<file path="src/hdl/lpcs_pkg.sv">
// Package for the line-preserving comment stripper.
// Holds character codes, the scan mode type and the scan state struct.
// No dependencies.
`timescale 1ns / 1ps
`default_nettype none

package lpcs_pkg;

    // Default character width and fixed stream field widths
    localparam int CHAR_BITS_DEFAULT = 16;
    localparam int TDATA_W           = 16;
    localparam int FIFO_DEPTH        = 4;

    // Character codes
    localparam logic [7:0] CH_SLASH  = 8'h2F;
    localparam logic [7:0] CH_STAR   = 8'h2A;
    localparam logic [7:0] CH_BSLASH = 8'h5C;
    localparam logic [7:0] CH_CR     = 8'h0D;
    localparam logic [7:0] CH_LF     = 8'h0A;
    localparam logic [7:0] CH_SPACE  = 8'h20;
    localparam logic [7:0] CH_DQUOTE = 8'h22;
    localparam logic [7:0] CH_SQUOTE = 8'h27;

    typedef enum logic [1:0] {
        MODE_NORMAL = 2'd0,
        MODE_QUOTED = 2'd1,
        MODE_LINE   = 2'd2,
        MODE_BLOCK  = 2'd3
    } t_scan_mode;

    typedef struct packed {
        t_scan_mode mode;
        logic       quote_is_double;
        logic       escape_pending;
        logic       newline_emitted;
        logic       slash_pending;
        logic       star_pending;
    } t_scan_state;

endpackage

`default_nettype wire

</file>
<file path="src/hdl/lpcs_core.sv">
// Next-state and result logic of the comment stripper for one character.
// Purely combinational; gives up to two output characters per input.
// Depends on lpcs_pkg.
`timescale 1ns / 1ps
`default_nettype none

module lpcs_core #(
    parameter int CW = 16
) (
    input  wire logic [CW-1:0]          i_char,
    input  wire logic                   i_eot,
    input  wire lpcs_pkg::t_scan_state  i_state,
    output lpcs_pkg::t_scan_state       o_state,
    output logic [1:0]                  o_count,
    output logic [CW-1:0]               o_char0,
    output logic [CW-1:0]               o_char1
);

    localparam logic [CW-1:0] C_SLASH  = CW'(lpcs_pkg::CH_SLASH);
    localparam logic [CW-1:0] C_STAR   = CW'(lpcs_pkg::CH_STAR);
    localparam logic [CW-1:0] C_BSLASH = CW'(lpcs_pkg::CH_BSLASH);
    localparam logic [CW-1:0] C_CR     = CW'(lpcs_pkg::CH_CR);
    localparam logic [CW-1:0] C_LF     = CW'(lpcs_pkg::CH_LF);
    localparam logic [CW-1:0] C_SPACE  = CW'(lpcs_pkg::CH_SPACE);
    localparam logic [CW-1:0] C_DQUOTE = CW'(lpcs_pkg::CH_DQUOTE);
    localparam logic [CW-1:0] C_SQUOTE = CW'(lpcs_pkg::CH_SQUOTE);

    logic is_eol;
    logic is_quote;
    logic held;

    assign is_eol   = (i_char == C_CR) || (i_char == C_LF);
    assign is_quote = (i_char == C_DQUOTE) || (i_char == C_SQUOTE);
    assign held     = i_state.slash_pending;

    always_comb begin
        o_state = i_state;
        o_count = 2'd0;
        o_char0 = i_char;
        o_char1 = i_char;
        unique case (i_state.mode)
            lpcs_pkg::MODE_BLOCK: begin
                if (i_state.star_pending && i_char == C_SLASH) begin
                    o_state.star_pending = 1'b0;
                    o_state.mode         = lpcs_pkg::MODE_NORMAL;
                    if (!i_state.newline_emitted) begin
                        o_count = 2'd1;
                        o_char0 = C_SPACE;
                    end
                end else begin
                    o_state.star_pending = (i_char == C_STAR);
                    if (is_eol) begin
                        o_count                 = 2'd1;
                        o_state.newline_emitted = 1'b1;
                    end
                end
            end
            lpcs_pkg::MODE_LINE: begin
                if (is_eol) begin
                    o_count      = 2'd1;
                    o_state.mode = lpcs_pkg::MODE_NORMAL;
                end
            end
            lpcs_pkg::MODE_QUOTED: begin
                o_count = 2'd1;
                if (i_state.escape_pending) begin
                    o_state.escape_pending = 1'b0;
                end else if (i_char == C_BSLASH) begin
                    o_state.escape_pending = 1'b1;
                end else if (i_char == (i_state.quote_is_double ? C_DQUOTE : C_SQUOTE)) begin
                    o_state.mode = lpcs_pkg::MODE_NORMAL;
                end
            end
            lpcs_pkg::MODE_NORMAL: begin
                o_state.slash_pending = 1'b0;
                if (held && i_char == C_SLASH) begin
                    o_state.mode = lpcs_pkg::MODE_LINE;
                end else if (held && i_char == C_STAR) begin
                    o_state.mode            = lpcs_pkg::MODE_BLOCK;
                    o_state.newline_emitted = 1'b0;
                    o_state.star_pending    = 1'b0;
                end else begin
                    // release a held slash ahead of the new character
                    if (held) begin
                        o_count = 2'd1;
                        o_char0 = C_SLASH;
                    end
                    if (i_char == C_SLASH && !i_eot) begin
                        o_state.slash_pending = 1'b1;
                    end else begin
                        o_count = held ? 2'd2 : 2'd1;
                        if (is_quote) begin
                            o_state.mode            = lpcs_pkg::MODE_QUOTED;
                            o_state.quote_is_double = (i_char == C_DQUOTE);
                            o_state.escape_pending  = 1'b0;
                        end
                    end
                end
            end
        endcase
        // a buffer ends: start the next one from the reset state
        if (i_eot) begin
            o_state = '0;
        end
    end

endmodule

`default_nettype wire

</file>
<file path="src/hdl/line_preserving_comment_stripper_top.sv">
// Top level of the line-preserving comment stripper.
// Input register, per-character core and a small result FIFO.
// Depends on lpcs_pkg and lpcs_core.
//
// Usage:
//   The s_axis channel carries one source character per transaction: tdata
//   holds in_char, tlast marks the last character of a buffer (end_of_text).
//   The m_axis channel carries the stripped text: tdata holds out_char, tlast
//   is set on the last result that one input character produced.
//   Each input gives zero, one or two results; a character held back (a
//   slash waiting for its successor) comes out together with the next one unless the pair opens a comment.
//   Characters pass through the input register and core; results wait in the
//   four-entry FIFO, whose head drives m_axis. Throughput: one character per
//   cycle while each gives at most one result and m_axis_tready stays high;
//   a held-slash release is paced by the single-entry-per-cycle FIFO reads.
//   The input side keeps accepting while results wait in the FIFO; it stalls
//   only when the FIFO cannot take two more results. A stalled receiver
//   holds the FIFO head and backs up into s_axis_tready.
//   Reset (i_rst_n low, synchronous) empties the FIFO and input register
//   and returns the scan to normal text. After any buffer's last character
//   the scan state also returns to normal text.
`timescale 1ns / 1ps
`default_nettype none

module line_preserving_comment_stripper_top #(
    parameter int CHAR_BITS = lpcs_pkg::CHAR_BITS_DEFAULT
) (
    input  wire logic                          i_clk,
    input  wire logic                          i_rst_n,
    input  wire logic                          s_axis_tvalid,
    output logic                               s_axis_tready,
    input  wire logic [lpcs_pkg::TDATA_W-1:0]  s_axis_tdata,  // [15:0] in_char
    input  wire logic                          s_axis_tlast,  // end_of_text
    output logic                               m_axis_tvalid,
    input  wire logic                          m_axis_tready,
    output logic [lpcs_pkg::TDATA_W-1:0]       m_axis_tdata,  // [15:0] out_char
    output logic                               m_axis_tlast   // last_of_run
);

    localparam int CW    = (CHAR_BITS < lpcs_pkg::TDATA_W) ? CHAR_BITS : lpcs_pkg::TDATA_W;
    localparam int DEPTH = lpcs_pkg::FIFO_DEPTH;
    localparam int PW    = $clog2(DEPTH);
    localparam int CNTW  = $clog2(DEPTH + 1);

    // Input register
    logic          r_in_valid;
    logic [CW-1:0] r_in_char;
    logic          r_in_eot;

    // Scan state
    lpcs_pkg::t_scan_state r_state;
    lpcs_pkg::t_scan_state n_state;

    // Result FIFO
    logic [CW-1:0]   r_fifo_char [DEPTH];
    logic            r_fifo_last [DEPTH];
    logic [PW-1:0]   r_wr_ptr;
    logic [PW-1:0]   r_rd_ptr;
    logic [CNTW-1:0] r_count;
    logic [CNTW-1:0] n_count;

    logic [1:0]      core_count;
    logic [CW-1:0]   core_char0;
    logic [CW-1:0]   core_char1;
    logic            pop;
    logic            adv;
    logic            s_accept;
    logic [CNTW-1:0] after_pop;
    logic [PW-1:0]   wr_ptr_p1;

    lpcs_core #(
        .CW (CW)
    ) u_core (
        .i_char  (r_in_char),
        .i_eot   (r_in_eot),
        .i_state (r_state),
        .o_state (n_state),
        .o_count (core_count),
        .o_char0 (core_char0),
        .o_char1 (core_char1)
    );

    assign pop           = m_axis_tvalid && m_axis_tready;
    assign after_pop     = r_count - CNTW'(pop);
    // advance only when the FIFO can take two results
    assign adv           = r_in_valid && (after_pop <= CNTW'(DEPTH - 2));
    assign s_axis_tready = !r_in_valid || adv;
    assign s_accept      = s_axis_tvalid && s_axis_tready;
    assign wr_ptr_p1     = r_wr_ptr + PW'(1);
    assign n_count       = after_pop + (adv ? CNTW'(core_count) : '0);

    assign m_axis_tvalid = (r_count != '0);
    assign m_axis_tdata  = lpcs_pkg::TDATA_W'(r_fifo_char[r_rd_ptr]);
    assign m_axis_tlast  = r_fifo_last[r_rd_ptr];

    always_ff @(posedge i_clk) begin
        if (!i_rst_n) begin
            r_in_valid <= 1'b0;
            r_state    <= '0;
            r_wr_ptr   <= '0;
            r_rd_ptr   <= '0;
            r_count    <= '0;
        end else begin
            if (s_accept) begin
                r_in_valid <= 1'b1;
            end else if (adv) begin
                r_in_valid <= 1'b0;
            end
            if (adv) begin
                r_state  <= n_state;
                r_wr_ptr <= r_wr_ptr + PW'(core_count);
            end
            if (pop) begin
                r_rd_ptr <= r_rd_ptr + PW'(1);
            end
            r_count <= n_count;
        end
    end

    // Payload: no reset
    always_ff @(posedge i_clk) begin
        if (s_accept) begin
            r_in_char <= s_axis_tdata[CW-1:0];
            r_in_eot  <= s_axis_tlast;
        end
        if (adv && core_count != 2'd0) begin
            r_fifo_char[r_wr_ptr] <= core_char0;
            r_fifo_last[r_wr_ptr] <= (core_count == 2'd1);
        end
        if (adv && core_count == 2'd2) begin
            r_fifo_char[wr_ptr_p1] <= core_char1;
            r_fifo_last[wr_ptr_p1] <= 1'b1;
        end
    end

    // Assertions
    a_count_bound: assert property (@(posedge i_clk) disable iff (!i_rst_n)
        r_count <= CNTW'(DEPTH))
        else $error("result FIFO count exceeds depth");

    a_slash_only_normal: assert property (@(posedge i_clk) disable iff (!i_rst_n)
        r_state.slash_pending |-> r_state.mode == lpcs_pkg::MODE_NORMAL)
        else $error("held slash outside normal text");

    a_eot_resets: assert property (@(posedge i_clk) disable iff (!i_rst_n)
        (adv && r_in_eot) |=> (r_state == '0))
        else $error("scan state not cleared after end of buffer");

    a_star_only_block: assert property (@(posedge i_clk) disable iff (!i_rst_n)
        r_state.star_pending |-> r_state.mode == lpcs_pkg::MODE_BLOCK)
        else $error("held star outside block comment");

endmodule

`default_nettype wire
</file>
<file path="config.mk">
export PLATFORM = sky130hd
export DESIGN_NAME = line_preserving_comment_stripper_top
export DESIGN_NICKNAME = d
export VERILOG_FILES = /design/src/hdl/lpcs_pkg.sv /design/src/hdl/lpcs_core.sv /design/src/hdl/line_preserving_comment_stripper_top.sv
export SDC_FILE = /design/constraint.sdc
export NUM_CORES = 1
export LEC_CHECK = 0
export ABC_AREA = 0
export BUFFER_PORTS_ARGS = -buffer_cell sky130_fd_sc_hd__buf_2
export CORE_ASPECT_RATIO = 1.5
export CORE_MARGIN = 3
export CORE_UTILIZATION = 45
export CTS_BUF_LIST = sky130_fd_sc_hd__clkbuf_8
export DETAILED_ROUTE_END_ITERATION = 8
export GPL_TIMING_DRIVEN = 0
export HOLD_SLACK_MARGIN = 0.08
export SLEW_MARGIN = 20
export SYNTH_ARGS = -nofsm -noshare
export SYNTH_HDL_FRONTEND = slang
export SYNTH_SLANG_ARGS = --single-unit
</file>
<file path="constraint.sdc">
create_clock -name i_clk -period 11.9 [get_ports i_clk]
set_input_delay 2.38 -clock i_clk [delete_from_list [all_inputs] [get_ports i_clk]]
set_output_delay 2.38 -clock i_clk [all_outputs]
set_load 0.1 [all_outputs]
</file>
==> results of run 1 <==
worst max-delay path by stage:
stage	startpoint	to	slack, ns	cells past startpoint
after global routing	m_axis_tready	s_axis_tready	5.46	7
after detailed placement	m_axis_tready	s_axis_tready	5.55	7
after floorplan	m_axis_tready	s_axis_tready	4.23	5
final	m_axis_tready	s_axis_tready	5.56	7
after CTS	m_axis_tready	s_axis_tready	5.54	7
after global placement	m_axis_tready	r_fifo_char[0][10]	5.33	9
report_power, final:
group          internal [mW]  switching (mW)
sequential             0.437          0.0245
clock                 0.0961           0.123
combinational          0.121           0.349
layer usage:
layer	track usage [%]	wire [microns]	up-vias
li1	-	-	1557
met1	20.8	4390	1584
met2	35.3	6030	71
met3	3.17	364	25
met4	9.42	337	0
met5	0	0	-
critical path, stage by stage:
cell and delay, ns:
buf_2 0.09, and2_1 0.16, ha_1 0.20, ha_1 0.19, xor2_1 0.20, o21ai_0 0.27
buf_2 0.48
registers in the layout (all words and copies together), names as in the netlist, named ones only:
register	count
r_in_eot	1
r_count	3
r_in_char	16
r_fifo_last	4
r_state	7
r_fifo_char	64
r_in_valid	1
r_rd_ptr	2
r_wr_ptr	2
cell usage in the layout, fill, tap and decap left out, types with 5 or more instances in the layout:
master    synthesis  routed
nor2_1           13      13
mux4_2           17      17
inv_1            16      17
edfxtp_1         81      81
clkbuf_8          0       9
nand2_1          18      18
nand4_1           5       5
o21ai_0          15      15
buf_2             1      39
mux2_2           16      16
nand3_1           6       6
clkbuf_1         11      11
ha_1              9       9
dfxtp_1          21      21
and2_1           48      48
a21o_1            7       7
and2_2            8       8
layout make-up:
type / count / share of cell area, %
well taps: 144 / 3.21
repair buffers: 39 / 3.59
plain buffers: 19 / 1.49
clock buffers: 9 / 2.20
flip-flops and latches: 102 / 50.8
clock inverters: 7 / 1.14
multi-input cells: 248 / 36.5
inverters: 17 / 1.14
kinds of logic after synthesis:
| logic type | Yosys count | share of synthesized area [%] |
|---|---|---|
| and+or+nand+nor | 137 | 16.6 |
| AOI/OAI and AO/OA | 62 | 9.03 |
| xor gates and xnor gates | 6 | 1.04 |
| DFF | 102 | 56.6 |
| adders and majority gates | 10 | 2.63 |
| buffers and inverters | 36 | 2.93 |
| muxes | 33 | 11.2 |
==> reports/metrics.yaml, run 1 <==
start_util_pct: 46.8
ys_types: 60
hold_class: "flop to flop"
seqCellArea_sq_mm: 0.00285
die_y_microns: 136
finalSetupViolations: 0
place_hpwl_mm: 8.01
yosys-top-cells-count: "edfxtp_1, and2_1, dfxtp_1"
hold_start: "r_state[2]"
cts.sinks: 102
die_w_microns: 92.4
rsz0062_at_grt: "false"
routedWlPerCell_microns: 19.0
crit_type: "input pin to output port"
cts_setup_buffers: 0
vdd_ir_drop_max_uv: 143
insertedDiodeCount: 0
run_status: "completed"
cts_tree: "built"
routed_via_density: 5.53
slew_violations: 0
fin_util_pct: 52.2
hold_end: "r_state[2]"
fmax_mhz: 158
multiInputGateArea_sq_mm: 0.00205
drc_errors: 0
cp_data_required_time_ns: 9.52
startpoint_type: "input pin"
post-place-ws_ns: 5.55
drive_above_1_share_pct: 24.9
p_leak_nw: 1.92
synth-edff-count: 81
rr_worst_depth: 10
grt_max_degree: 18
dieArea_sq_mm: 0.0125
root_buffer: "clkbuf_8"
synth_top_area_share_pct: 48.2
holdPathStages: 2
io_buffers: 38
rows: 46
netlist_area_sq_mm: 0.00504
design_area_sq_mm: 0.00562
synth_most_common_cell: "edfxtp_1"
numCtsBuffers: 9
async_flop_share_pct: 0
synthCells: 386
grt_usage_pct: 19.1
core-area_sq_mm: 0.0108
hold_viol: 0
arrival_ns: 3.96
crit_fanout: 5
synth_warnings: 0
finalHoldWorstSlack_ns: 0.505
grt_overflow_total: 0
r2r_start: "r_count[2]"
synth_ff_type: "edfxtp_1"
fin_skew_ns: 0.0117
drtIter0Drc: 201
cts-htree-levels: 3
fin_ws_ns: 5.56
area_growth_pct: 11.4
maxCapViolCount: 0
postCtsResizedCells: 0
synthesis.nets: 417
tightestPinTransition_ns: 0.919
path_clk_slew_ns: 0.09
drt_pass1_iterations: 4
finalCritPeriodShare_pct: 53.3
ys_ff_latch: 102
synth.area.top_cells: "edfxtp_1, dfxtp_1, mux4_2"
num_vias: 3237
hold_buffers: 0
dp_cells: 569
fin_setup_tns_ns: 0
cts.path.max_buffers: 2
finalWeightedCongestion: 0.854
ff2ff_setup_slack_ns: 7.74
fin_cells: 585
slew_headroom_pct: 38.7
grt_pass1_wl_mm: 17.9
grt_pass1_vias: 3488
cp-end-kind: "output port"
wirelength_mm: 11.1
syn_area_per_cell_sq_um: 13.1
r2r_end: "r_fifo_char[0][10]"
powerDensity_mw_per_mm2: 205
num-fill-cells: 955
insertion_delay_ns: 0.38
ios: 40
totalPowerFinal_mw: 1.15
place_area_sq_mm: 0.00543
antenna_found_initial: 0
antenna_left: 0
period_minus_slack_ns: 6.34
yosysSeqAreaShare_pct: 56.6
nets: 467
synth_area_leader_cell: "edfxtp_1"
Note: power is estimated with default switching activity, not from simulation.
==> run 2, diff against run 1 <==
--- a/config.mk
+++ b/config.mk
@@ -5,7 +5,7 @@
 export SDC_FILE = /design/constraint.sdc
 export NUM_CORES = 1
 export LEC_CHECK = 0
-export ABC_AREA = 0
+export ABC_AREA = 1
 export BUFFER_PORTS_ARGS = -buffer_cell sky130_fd_sc_hd__buf_2
 export CORE_ASPECT_RATIO = 1.5
 export CORE_MARGIN = 3
==> constraint.sdc (replaced) <==
create_clock -name i_clk -period 6.6 [get_ports i_clk]
set_input_delay 1.32 -clock i_clk [delete_from_list [all_inputs] [get_ports i_clk]]
set_output_delay 1.32 -clock i_clk [all_outputs]
set_load 0.1 [all_outputs]
==> run 2 against run 1 <==
Effect of this change: worst hold slack worse by 0.036 ns; final cell count is 26% higher; global-route usage is 0.69 points higher; utilization is 0.32 points lower; highest routed layer unchanged; first-iteration DRC count is 14% lower; clock-buffer cell count is 1 higher; largest power group unchanged.
==> reports/metrics.yaml, run 2 <==
wirelength_mm: 11.6
io_buffers: 39
final_cell_mix: "nor2_1, edfxtp_1, nand2_1"
routed_via_density: 5.12
insertedDiodeCount: 0
synth_ff_type: "edfxtp_1"
place_area_sq_mm: 0.00536
netlist_area_sq_mm: 0.00497
p_leak_nw: 2.25
antenna_found_initial: 0
synth_most_common_cell: "nor2_1"
run_status: "completed"
synth_top_area_share_pct: 49.0
largest_reg_flops: 64
multiInputGateArea_sq_mm: 0.00177
slew_headroom_pct: 41.9
slew_violations: 0
top_regs: "r_fifo_char: 64 flops, r_in_char: 16 flops, r_state: 7 flops"
place_hpwl_mm: 8.49
period_minus_slack_ns: 4.12
async_flop_share_pct: 0
nets: 617
area_growth_pct: 11.8
clockPowerShare_pct: 15.9
synth-compound-area-share_pct: 11.8
rsz0062_at_grt: "false"
finalSetupViolations: 0
die_w_microns: 91.8
antenna_left: 0
swShare_pct: 48.7
synthCells: 535
cts-htree-levels: 3
die_y_microns: 135
largest-register: "r_fifo_char"
synth-simple-area-share_pct: 20.5
yosysSeqAreaShare_pct: 57.4
grt_overflow_total: 0
hold_buffers: 0
startpoint_type: "input pin"
finalHoldWorstSlack_ns: 0.469
grt_pass1_vias: 3782
hold_viol: 0
synth_warnings: 0
synthesis.nets: 566
vdd_ir_drop_max_uv: 165
fin_setup_tns_ns: 0
synth_top_family_by_area: "simple AND/OR/NAND/NOR gates"
powerDensity_mw_per_mm2: 450
post-place-ws_ns: 2.45
finalWeightedCongestion: 0.870
synth_adder_area_share_pct: 2.67
cts_setup_buffers: 0
synth-xor-area-share_pct: 0.504
num_vias: 3764
insertion_delay_ns: 0.37
ys_types: 34
core-area_sq_mm: 0.0107
routedWlPerCell_microns: 15.8
ys_ff_latch: 102
synthMuxAreaShare_pct: 0
grt_usage_pct: 19.8
crit_fanout: 5
arrival_ns: 2.80
rows: 46
maxCapViolCount: 0
grt_pass1_wl_mm: 18.8
tightestPinTransition_ns: 0.870
crit_type: "input pin to output port"
dieArea_sq_mm: 0.0124
cp_data_required_time_ns: 5.28
design_area_sq_mm: 0.00555
finalCritPeriodShare_pct: 62.4
synth.area.top_cells: "edfxtp_1, dfxtp_1, nor2_1"
drt_pass1_iterations: 5
yosys-top-cells-count: "nor2_1, edfxtp_1, nand2_1"
synth_area_leader_cell: "edfxtp_1"
num-fill-cells: 1048
fmax_mhz: 243
fin_ws_ns: 2.48
cts_tree: "built"
numCtsBuffers: 9
path_clk_slew_ns: 0.09
intPower_mw: 1.28
root_buffer: "clkbuf_8"
drc_errors: 0
hold_class: "flop to flop"
ios: 40
synth-edff-count: 81
switchingPower_mw: 1.22
fin_skew_ns: 0.0144
layout_commonest_cell: "nor2_1"
cp-end-kind: "output port"
drive_above_1_share_pct: 16.8
drtIter0Drc: 172
start_util_pct: 46.4
cts.sinks: 102
postCtsResizedCells: 0
pwr-share-seq_pct: 35.5
seqCellArea_sq_mm: 0.00285
pwr-share-comb_pct: 48.7
syn_area_per_cell_sq_um: 9.28
cts.path.max_buffers: 2
grt_max_degree: 17
## run 2: changes by cell type in the layout (fill, tap and decap cells not counted), sizes merged, moves of 16 or more
cell,delta
inv,+47
mux2,-16
o21ai,+56
nor2,+106
nand2,+55
mux4,-17
and2,-55
nand3,+19
o22ai,+17
## run 2: path summary, 6_finish.rpt
| path | startpoint | cells past startpoint | endpoint | slack [ns] |
|---|---|---|---|---|
| min | r_rd_ptr[1] | 2 | r_rd_ptr[1] | 0.47 |
| max | m_axis_tready | 9 | s_axis_tready | 2.48 |
| min reg2reg | r_rd_ptr[1] | 2 | r_rd_ptr[1] | 0.47 |
| max reg2reg | r_in_char[15] | 14 | r_fifo_char[0][11] | 3.28 |
## run 2: power by group through the flow
stage | logic (mW) | registers (mW) | clock network, mW
6_report | 1.22 | 0.886 | 0.396
5_1_grt | 1.32 | 0.896 | 0.425
4_1_cts | 1.23 | 0.887 | 0.402
3_5_place_dp | 1.22 | 0.902 | 0
3_3_place_gp | 1.20 | 0.899 | 0
2_1_floorplan | 0.982 | 0.886 | 0
## run 2: layer usage
metal  global-route usage, %  up-vias  part of all wire [%]  wire length (microns)
li1                        -     1898                     -                      -
met1                    22.3     1758                    40                   4670
met2                    36.9       85                    54                   6260
met3                    3.51       23                   3.7                    433
met4                    7.36        0                   2.2                    256
met5                       0        -                     0                      0
## run 2: per-stage QoR
stage / util [%] / power [mW] / std cells
6_report: 51.9 / 2.50 / 735
5_1_grt: 51.9 / 2.64 / 735
4_1_cts: 51.9 / 2.51 / 735
3_5_place_dp: 50.1 / 2.12 / 719
3_3_place_gp: 49.9 / 2.10 / 718
2_1_floorplan: - / 1.87 / 535
## run 2: worst max-delay path, stage by stage
cell and delay (ns):
buf_2 0.10, nand2_1 0.05, inv_1 0.07, ha_1 0.19, ha_1 0.21, xnor2_2 0.18, o21ai_1 0.15, nand2_1 0.10
buf_2 0.42
## run 2: logic make-up after synthesis
logic type      Yosys count
compound gates          110
xor+xnor                  2
fa+ha+maj                10
buf+inv                  81
flops                   102
simple gates            230
## run 2: cell type report
type,instances,area share [%]
Clock buffer,10,2.48
Sequential cell,102,51.4
Multi-Input combinational cell,352,31.8
Clock inverter,6,0.991
Timing Repair Buffer,40,3.78
Inverter,62,4.19
Tap cell,144,3.24
Buffer,19,2.12
